==> config.mk <==
export PLATFORM = sky130hd
export DESIGN_NAME = gied_delay
export DESIGN_NICKNAME = d
export VERILOG_FILES = /design/src/hdl/gied_delay.sv
export SDC_FILE = /design/constraint.sdc
export NUM_CORES = 1
export LEC_CHECK = 0
export BUFFER_PORTS_ARGS = -buffer_cell sky130_fd_sc_hd__clkbuf_2
export CAP_MARGIN = 0
export CORE_AREA = 2 2 39 41
export DETAILED_ROUTE_END_ITERATION = 10
export DIE_AREA = 0 0 41 43
export SLEW_MARGIN = 15
export SYNTH_ARGS = -nofsm -noshare
export SYNTH_HDL_FRONTEND = slang
export SYNTH_SLANG_ARGS = --single-unit
==> constraint.sdc <==
create_clock -name clk_i -period 0.8 [get_ports clk_i]
set_input_delay 0.12 -clock clk_i [delete_from_list [all_inputs] [get_ports clk_i]]
set_output_delay 0.12 -clock clk_i [all_outputs]
set_load 0.05 [all_outputs]
==> src/hdl/gied_delay.sv <==
`timescale 1ns / 1ps

module gied_delay #(
  parameter int W = 8,
  parameter int N = 2
) (
  input  logic         clk_i,
  input  logic         rst_ni,
  input  logic         valid_i,
  input  logic [W-1:0] data_i,
  output logic         valid_o,
  output logic [W-1:0] data_o
);

  logic [N-1:0] vld_q;
  logic [W-1:0] dat_q [N];

  always_ff @(posedge clk_i or negedge rst_ni) begin
    if (!rst_ni) begin
      vld_q <= '0;
    end else begin
      vld_q[0] <= valid_i;
      for (int i = 1; i < N; i++) begin
        vld_q[i] <= vld_q[i-1];
      end
    end
  end

  always_ff @(posedge clk_i) begin
    dat_q[0] <= data_i;
    for (int i = 1; i < N; i++) begin
      dat_q[i] <= dat_q[i-1];
    end
  end

  assign valid_o = vld_q[N-1];
  assign data_o  = dat_q[N-1];

endmodule

After elaboration in Yosys (flattened, before gate mapping)
Memories as Yosys holds them, arrays and structs flattened. Cells that the tools add are included.

Register bits: 2. Bits in latches: 0. Memory bits (writable): 16. Memory bits (read-only): 0. Output and inout bits: 9. Logic and storage cells: 2. Memories kept: 1.

Memories: dat_q (words 2, bits a word 8, rd ports 2, clocked after memory_dff 0, write ports 2, line 16) `logic [W-1:0] dat_q [N];`.

Add/subtract/negate cells: 0. $mul: 0. Div/mod/pow operators: 0. Magnitude comparators: 0. Equality and inequality tests: 0. Shifts and indexed selects: 0. Multiplexer cells: 0. Bitwise operators: 0. Reductions and logical operators: 0.

Depth between registers and ports, before layout
Word-level depth: 0. Mapped depth: 1. Depth with buffers taken out: 0.

Worst setup path before layout
No wires, ideal clock.

Path kind: register -> output. Start: register vld_q[1]. End: output valid_o. Arrival time: 0.586 ns. Data required time: 0.680 ns. Setup slack: 0.094 ns. Stages on the path, launching flop included: 1. Path through: dfrtp_1.

RTL lines: start, declared (line 15) `logic [N-1:0] vld_q;`; start signal, assigned by index (line 24) `vld_q[i] <= vld_q[i-1];`; end, declared (line 11) `output logic valid_o,`.

No word-level cell between the ends.

Worst setup path after layout
Start: register vld_q[1]. End: output valid_o.

No word-level cell between the ends.

==> summary.txt <==
run status - finished, violations left
violated checks - setup timing
Final Total Pwr - 1590 uW
Area after DPL - 485 um^2
final core utilization - 0.519
clock power share - 0.250
# nets final - 63
Worst setup EP type - output port
synth unique cells - 3
drt total wl - 565 um
CTS Sinks - 18
final non-filler cell total - 66
Max Clk Rate - 1050 MHz
dpl cells - 53
Mapped Nets - 37
type of the worst min-delay path - in -> async
register area share after synthesis - 0.860
largest net degree at the start of global routing - 10
Post-Syn Instances - 26
CP Launch Point - vld_q[1]
worst vdd ir - 0.00114 V
FILL cells - 116
Req. time, crit path - 680 ps
I/O pins - 20
Synth Register Bits - 18
initial core utilization - 0.311
H-tree levels - 1
DRT Pass-1 Iters - 2
Max Root-Sink Buffers - 2
DIE WIDTH - 41 um
final count of hold timing violations - 0
Post-CTS Setup Bufs - 0
Core Box Area - 1380 um^2
PortBufs - 19
Vias - 233
largest stage delay on the critical path - 400 ps
pin slew with the least headroom to its limit - 97.1 ps
Syn Std Cell Area - 430 um^2
Crit path max-delay family - flip-flops
CTS Buf Count - 3
CP bufs+invs - 1
Hold Slack - 151 ps
Detail Route Antenna Nets - 0
Max Cap Viol - 0
Pint - 1240 uW
max-slew violations - 0
combinational share of power - 0.139
Die Area - 1760 um^2
total grt overflow - 0
first-pass GRT wire length - 890 um
critical path fanouts, max - 1
Leak Pwr - 0.000327 uW
Site Rows - 14
R2R depth - 0
DRC Markers - 0
vias per cell - 3.53
slowest stage cell on the critical path - dfrtp_1
Worst-path clk slew - 80 ps
largest cells by area after synthesis - dfxtp_1 (74%), buf_4 (14%), dfrtp_1 (12%)
sequential share of power - 0.611
fin crit share - 1.19
RD Place Congestion - 0.613
arrival time worst endpoint - 830 ps
most frequent cells in the layout - dlygate4sd3_1 (10), clkbuf_2 (10), dfxtp_1 (8), dfxtp_2 (8), buf_8 (8)
Tmin final - 953 ps
Worst Skew - 3.29 ps
number of cells on the critical path - 1
clk root buf - clkbuf_4
synthesis-to-layout area growth - 66.9%
vias in the first global route - 240
gr usage total - 0.0844
Final WS setup - -153 ps
Clk Latency, worst-skew pair - 280 ps
NetSw - 349 uW
Cell Chain, Critical Path - buf_8
Seq. cell area - 380 um^2
Initial DRC Count - 2
Multi-input gate area - 0 um^2
FF-to-FF Start - vld_q[0]
Pwr Density - 2210 nW/um^2
Design Area, Final - 718 um^2
startpoint class of the critical path - register
Mapped Avg Cell Area - 16.6 um^2
#MultiIn Comb - 0
top cell type's share of synthesized area - 0.744
n_diodes - 0
RSZ-0062 raised after global routing - true
routed length per placed instance - 8.56 um
worst setup path class - reg -> out
R2R setup slack - 320 ps
mux share of post-synthesis cell area - 0
area leader, netlist - dfxtp_1
largest family of logic cells by synthesized area - buffers and inverters
XOR/XNOR Fraction of Synth Area - 0
CTS tree - built
Worst Setup EP - valid_o
Die Y - 43 um
adder-cell share of the synthesized area - 0
YS warnings - 0
sw frac - 0.220
simple-gate portion of the synthesized area - 0
initial antenna violation count - 0
Slew HR - 0.935
# setup viols final - 9
share of layout cells above drive strength 1 - 0.600
RR Endpoint - vld_q[1]
Synth Area in Compound Gates - 0
==> logic make-up after synthesis <==
kind of cell / count (synthesis)
buffers and inverters: 8
flip-flops: 18
==> state kept, by name (all words and copies together) (netlist names) <==
name and cells:
dat_q 16, vld_q 2
==> layout make-up <==
| class | instances | share of cell area |
|---|---|---|
| Clock buffer | 3 | 0.0314 |
| Sequential cell | 18 | 0.530 |
| Tap cell | 16 | 0.0279 |
| Timing Repair Buffer | 29 | 0.411 |
==> cells in the mapped netlist <==
cell type	instances
dfrtp_1	2
buf_4	8
dfxtp_1	16
==> power by group through the flow <==
stage	combinational (uW)	clock (uW)	sequential, uW
2_1_floorplan	107	0	983
3_3_place_gp	132	0	974
3_5_place_dp	133	0	978
4_1_cts	212	421	964
5_1_grt	230	459	975
6_report	221	397	970
==> through the flow <==
stage               setup WS (ps)  TNS [ps]
floorplan                    94.1         0
global placement              118         0
detailed placement           90.5         0
CTS                          -172     -1020
global route                 -186     -1070
finish                       -153      -740
==> worst min-delay path by stage <==
stage | from | to | slack (ps) | cells after the start
floorplan | rst_ni | vld_q[0] | -180 | 0
global placement | rst_ni | vld_q[1] | -90 | 1
detailed placement | rst_ni | vld_q[0] | -90 | 1
CTS | rst_ni | vld_q[0] | 140 | 2
global route | rst_ni | vld_q[1] | 160 | 2
finish | rst_ni | vld_q[1] | 150 | 2
==> per-layer routing <==
layer	vias up	part of all wire	wire length, um	track usage
met5	-	0	0	0
met3	2	0.088	50	0.0314
met1	102	0.36	205	0.0839
li1	118	-	-	-
met4	0	0.0088	5	0.100
met2	11	0.54	304	0.116
==> repair_timing <==
| action | in CTS | in global routing |
|---|---|---|
| endpoints found under the setup margin | 9 | 9 |
| hold buffers | 10 | 0 |
| gates resized for setup | 25 | 10 |
| hold endpoints to repair | 11 | 0 |
Note: power is estimated with default switching activity, not from simulation.
