`src/hdl/gied_div.sv`:
```
`timescale 1ns / 1ps

module gied_div #(
  parameter int DW = 24,
  parameter int VW = 17,
  parameter int QW = 8
) (
  input  logic          clk_i,
  input  logic [DW-1:0] dividend_i,
  input  logic [VW-1:0] divisor_i,
  output logic [QW-1:0] quot_o,
  output logic [VW-1:0] rem_o
);

  localparam int CW = (DW > VW + QW) ? DW : VW + QW;

  logic [CW-1:0] r_q [QW+1];
  logic [VW-1:0] v_q [QW+1];
  logic [QW-1:0] q_q [QW+1];

  always_ff @(posedge clk_i) begin
    r_q[0] <= CW'(dividend_i);
    v_q[0] <= divisor_i;
    q_q[0] <= '0;
  end

  // one quotient bit per stage, msb first
  for (genvar j = 1; j <= QW; j++) begin : g_stage
    logic [CW-1:0] sh;
    logic          fit;
    assign sh  = CW'(v_q[j-1]) << (QW - j);
    assign fit = (r_q[j-1] >= sh);
    always_ff @(posedge clk_i) begin
      r_q[j] <= fit ? (r_q[j-1] - sh) : r_q[j-1];
      v_q[j] <= v_q[j-1];
      q_q[j] <= q_q[j-1] | (QW'(fit) << (QW - j));
    end
  end

  assign quot_o = q_q[QW];
  assign rem_o  = r_q[QW][VW-1:0];

endmodule

```
`config.mk`:
```
export PLATFORM = sky130hd
export DESIGN_NAME = gied_div
export DESIGN_NICKNAME = d
export VERILOG_FILES = /design/src/hdl/gied_div.sv
export SDC_FILE = /design/constraint.sdc
export NUM_CORES = 1
export LEC_CHECK = 0
export CORE_ASPECT_RATIO = 0.9
export CORE_MARGIN = 2
export CORE_UTILIZATION = 50
export CTS_BUF_LIST = sky130_fd_sc_hd__clkbuf_2 sky130_fd_sc_hd__clkbuf_4 sky130_fd_sc_hd__clkbuf_8
export CTS_CLUSTER_SIZE = 40
export DETAILED_ROUTE_END_ITERATION = 8
export DONT_BUFFER_PORTS = 1
export PLACE_DENSITY = 0.61
export SLEW_MARGIN = 20
export SYNTH_ARGS = -nofsm -noshare
export SYNTH_HDL_FRONTEND = slang
export SYNTH_SLANG_ARGS = --single-unit
export TNS_END_PERCENT = 5
```
`constraint.sdc`:
```
create_clock -name clk_i -period 3.41 [get_ports clk_i]
set_clock_uncertainty 0.05 [all_clocks]
set_input_delay 0.1705 -clock clk_i [delete_from_list [all_inputs] [get_ports clk_i]]
set_output_delay 0.1705 -clock clk_i [all_outputs]
set_load 0.05 [all_outputs]
```
* Word level (Yosys, flattened, before mapping) *
Memory sizes are Yosys's and may differ from the RTL's.
Index checks and enable logic that the tools add are counted.

word-level totals
  logic and storage cells = 35
  output and inout port bits = 25
  flip-flop bits (word level) = 0
  bits in writable memories = 450
  memories = 3
  latch bits = 0
  bits of input ports = 42
  ROM bits = 0

memories
  name  words  width  read ports  clocked after Yosys merged registers in  write ports  line  source
  r_q   9      25     9           0                                        9            17    logic [CW-1:0] r_q [QW+1];
  v_q   9      17     8           0                                        9            18    logic [VW-1:0] v_q [QW+1];
  q_q   9      8      9           0                                        9            19    logic [QW-1:0] q_q [QW+1];

operators by class
  div/mod/pow operators = 0
  $add $sub $neg = 8
  $mul = 0
  magnitude comparators = 8
  reduce and logical (&&, ||, !) cells = 0
  shift operators = 0
  equality and inequality tests = 0
  bitwise logic cells = 8
  mux-type cells = 8

operators by type and width
  operator                                      count
  2-to-1 mux 25 bit                             8
  greater-or-equal comparator 25 x 17 -> 1 bit  1
  greater-or-equal comparator 25 x 18 -> 1 bit  1
  greater-or-equal comparator 25 x 19 -> 1 bit  1
  greater-or-equal comparator 25 x 20 -> 1 bit  1
  greater-or-equal comparator 25 x 21 -> 1 bit  1
  greater-or-equal comparator 25 x 22 -> 1 bit  1
  greater-or-equal comparator 25 x 23 -> 1 bit  1
  greater-or-equal comparator 25 x 24 -> 1 bit  1
  subtractor 25 x 17 -> 25 bit                  1
  subtractor 25 x 18 -> 25 bit                  1
  subtractor 25 x 19 -> 25 bit                  1
  subtractor 25 x 20 -> 25 bit                  1
  subtractor 25 x 21 -> 25 bit                  1
  subtractor 25 x 22 -> 25 bit                  1
  subtractor 25 x 23 -> 25 bit                  1
  subtractor 25 x 24 -> 25 bit                  1
  OR 8 x 1 -> 8 bit                             1
  OR 8 x 2 -> 8 bit                             1
  OR 8 x 3 -> 8 bit                             1
  OR 8 x 4 -> 8 bit                             1
  OR 8 x 5 -> 8 bit                             1
  OR 8 x 6 -> 8 bit                             1
  OR 8 x 7 -> 8 bit                             1
  OR 8 bit                                      1

* Longest topological paths before layout *
An unclocked memory read counts as a cell.

  word-level depth = 3
  depth in mapped cells = 14
  mapped depth without buffers = 12

* Worst setup path before layout *
No wires, ideal clock.

  path type = register -> register
  start point = mem r_q[6][1] (netlist bit)
  end point = mem r_q[7][13] (netlist bit)
  buffers on the path = 1
  arrival = 2.647 ns
  cell stages (with the launch flop) = 12
  path slack = 0.590 ns
  clock period less this slack = 2.820 ns
  library setup time = 0.123 ns
  required time = 3.237 ns
  path through = dfxtp_1 > inv_1 > ha_1 > inv_1 > fa_1 > a211oi_1 > o21ai_0 > a21o_1 > a211o_1 > a221o_1 > buf_2 > mux2_1

RTL lines
  element             line
  start: declaration  17

==> impl_metrics.toml <==
[run_status]
outcome = "completed"

[setup_path]
critPathBufInv = 3
cp.required_ps = 3810
path_class = "reg2reg"
crit_top_cell = "inv_1"
reg2reg_depth = 11
timing.rr.end = "r_q[7][13]"
crit_arrival_ps = 3620
startpoint_type = "flip-flop"
r2r_slack_ps = 180
critPathTopFamily = "compound AO/OA/AOI/OAI gates"
end_kind = "flip-flop"
cp_slowest_cell = "fa_1"
max_stage_delay_ps = 420
crit_chain = "inv_1, ha_1, inv_1, fa_1, a211oi_1, o21ai_0, a21o_1, a211o_1, a221o_1, buf_12, mux2_1"
rr_startpoint = "r_q[6][1]"
worstPathMaxFanout = 29

[synth]
synth_cell_types = 74
synth_cells = 1807
syn_nets = 1993
ys_top_cells_by_count = "388 x dfxtp_1, 179 x inv_1, 159 x a21oi_1"
synth_ff_type = "dfxtp_1"
synth_top_area_share = 0.4552
async_flop_share = 0
synthTopCellsByArea = "dfxtp_1 46%, ha_1 10%, a21oi_1 4.7%"
synth.most_common_cell = "dfxtp_1"
syn-cell-area_mm2 = 0.01707
avgSynthCellArea_um2 = 9.444
yosysWarnings = 0
ys_seq_area_frac = 0.4552
yosysTopAreaCell = "dfxtp_1"
synth_edf_count = 0
ys_ff_latch = 388

[global_routing]
grt_pass1_wl_mm = 59.60
grt_max_degree = 35
grt_pass1_vias = 12670
antenna_found_initial = 0
overflow = 0
grtUsageTotal = 0.2093

[route]
ant_nets = 0
drt_iter0_markers = 353
vias_per_cell = 5.203
drcViolationCount = 0
first_pass_iters = 4
num_vias = 12550
routedWlPerCell_um = 15.21
wirelength_mm = 36.69

[cells_and_area]
layout.nets = 2090
drive_above_1_share = 0.1067
fin_cells = 2412
antenna_cells = 0
fillCellCount = 2985
area_growth_pct = 14.82
stdcell_area_mm2 = 0.01959

[sta]
fin_crit_ps = 3226
slew_headroom = 0.2943
finalSetupViolations = 0
finalSetupTns_ps = 0
fin_crit_sh = 0.9459
hold_viol_final = 0
final_max_slew_viol_count = 0
max_freq_mhz = 310.0
tightest_slew_ps = 1056
rsz0062_at_grt = "false"

[clock_tree]
clockBufferDepth = 3
cts_sinks = 388
clk_pin_slew_worst_paths_ps = 60
cts_buffers = 66
clock_latency_ps = 590
postCtsSetupBuffers = 0
cts.htree.levels = 3
cts-root-buf = "clkbuf_8"
cts_tree = "yes"

[hold_path]
holdPathStages = 1
min_to = "r_q[0][19]"
min_from = "dividend_i[19]"
hp-class = "in2reg"

[die]
start_util = 0.5050
floorplan.core_area_mm2 = 0.03379
ioPinCount = 67
rows = 64
die_x_um = 198.7
die_height_um = 179.3
die-area_mm2 = 0.03563

[placed_design]
detailed_place_hpwl_mm = 28.08
place_inst = 2257
gp_congestion = 0.9132
placed_cell_area_mm2 = 0.01770
port_buffers = 0

[flow_run]
maxCapViolations = 0

[power_and_ir_drop]
power_per_cell_area_mw_per_mm2 = 972.4
total_power_w = 0.01905
peakVddDrop_mv = 0.5959
p_leak_nw = 8.886
==> per-layer routing <==
metal / vias up / global-route usage / share of wire
li1: 6475 / - / -
met4: 0 / 0.1141 / 0.047
met2: 300 / 0.3928 / 0.51
met3: 117 / 0.03668 / 0.038
met5: - / 0 / 0
met1: 5657 / 0.2225 / 0.41
==> worst register-to-register path, delay by kind of cell (launching register included) <==
family	cells	cell delay, ps
fa+ha+maj	2	570
flops	1	300
buf+inv	3	290
compound gates	5	1540
mux	1	320
==> layout make-up <==
type / instances / area, um^2 / area share
Clock inverter: 17 / 230.2 / 0.01175
Multi-Input combinational cell: 1199 / 8453 / 0.4314
Inverter: 181 / 679.4 / 0.03467
Tap cell: 462 / 578.1 / 0.02950
Timing Repair Buffer: 68 / 638.1 / 0.03257
Clock buffer: 97 / 1247 / 0.06367
Sequential cell: 388 / 7767 / 0.3964
==> through the flow <==
| step | hold slack [ps] | utilization | worst slack, ps |
|---|---|---|---|
| after floorplan | 148.2 | - | 589.5 |
| after global placement | 148.3 | 0.5237 | 126.4 |
| after detailed placement | 148.2 | 0.5237 | 153.0 |
| after CTS | 25.40 | 0.5796 | 152.0 |
| after global routing | 39.24 | 0.5798 | 15.66 |
| final | 81.64 | 0.5798 | 184.4 |
==> report_power, final <==
group | internal [W] | total (W) | switching [W]
Combinational | 0.00355 | 0.00766 | 0.00411
Clock | 0.00273 | 0.00452 | 0.00179
Sequential | 0.00578 | 0.00688 | 0.00109
Total | 0.0121 | 0.0191 | 0.00700
==> how the worst max path moves through the flow <==
stage / startpoint / to / slack, ps / depth (start not counted)
floorplan: r_q[6][1] / r_q[7][13] / 590 / 11
global placement: v_q[0][83] / r_q[5][11] / 130 / 12
detailed placement: v_q[0][83] / r_q[5][5] / 150 / 12
CTS: v_q[0][83] / r_q[5][5] / 150 / 12
global route: r_q[6][1] / r_q[7][13] / 20 / 11
finish: r_q[6][1] / r_q[7][13] / 180 / 11
==> logic make-up (layout without fill, tap and decap cells) <==
kind of cell             count (synthesis)  after routing  synth area share
buffers and inverters                  220            363           0.05132
AO/OA/AOI/OAI                          449            449            0.1664
XOR/XNOR                               126            126           0.06467
adder cells (fa/ha/maj)                144            144            0.1091
flip-flops                             388            388            0.4552
AND/OR/NAND/NOR                        439            439            0.1256
multiplexers                            41             41           0.02779
==> flip-flops by register name, indices dropped and copies added (netlist names) <==
name / cells
r_q: 216
v_q: 136
q_q: 36
==> timing repair <==
item                                    4_1_cts  5_1_grt
hold buffers                                 41        0
gates resized for setup                       0        1
endpoints found under the setup margin        0        1
hold endpoints to repair                     41        0
==> cell usage in the layout (no fill, tap or decap), drive strengths merged, types with 39 or more instances in the layout <==
cell type,n
dfxtp,388
mux2,39
clkbuf,97
ha,136
inv,182
o21ai,98
a21o,41
xor2,60
dlygate4sd3,41
nor2,144
a21oi,160
nand2,89
xnor2,66
Power figures use the tool's default switching activity.
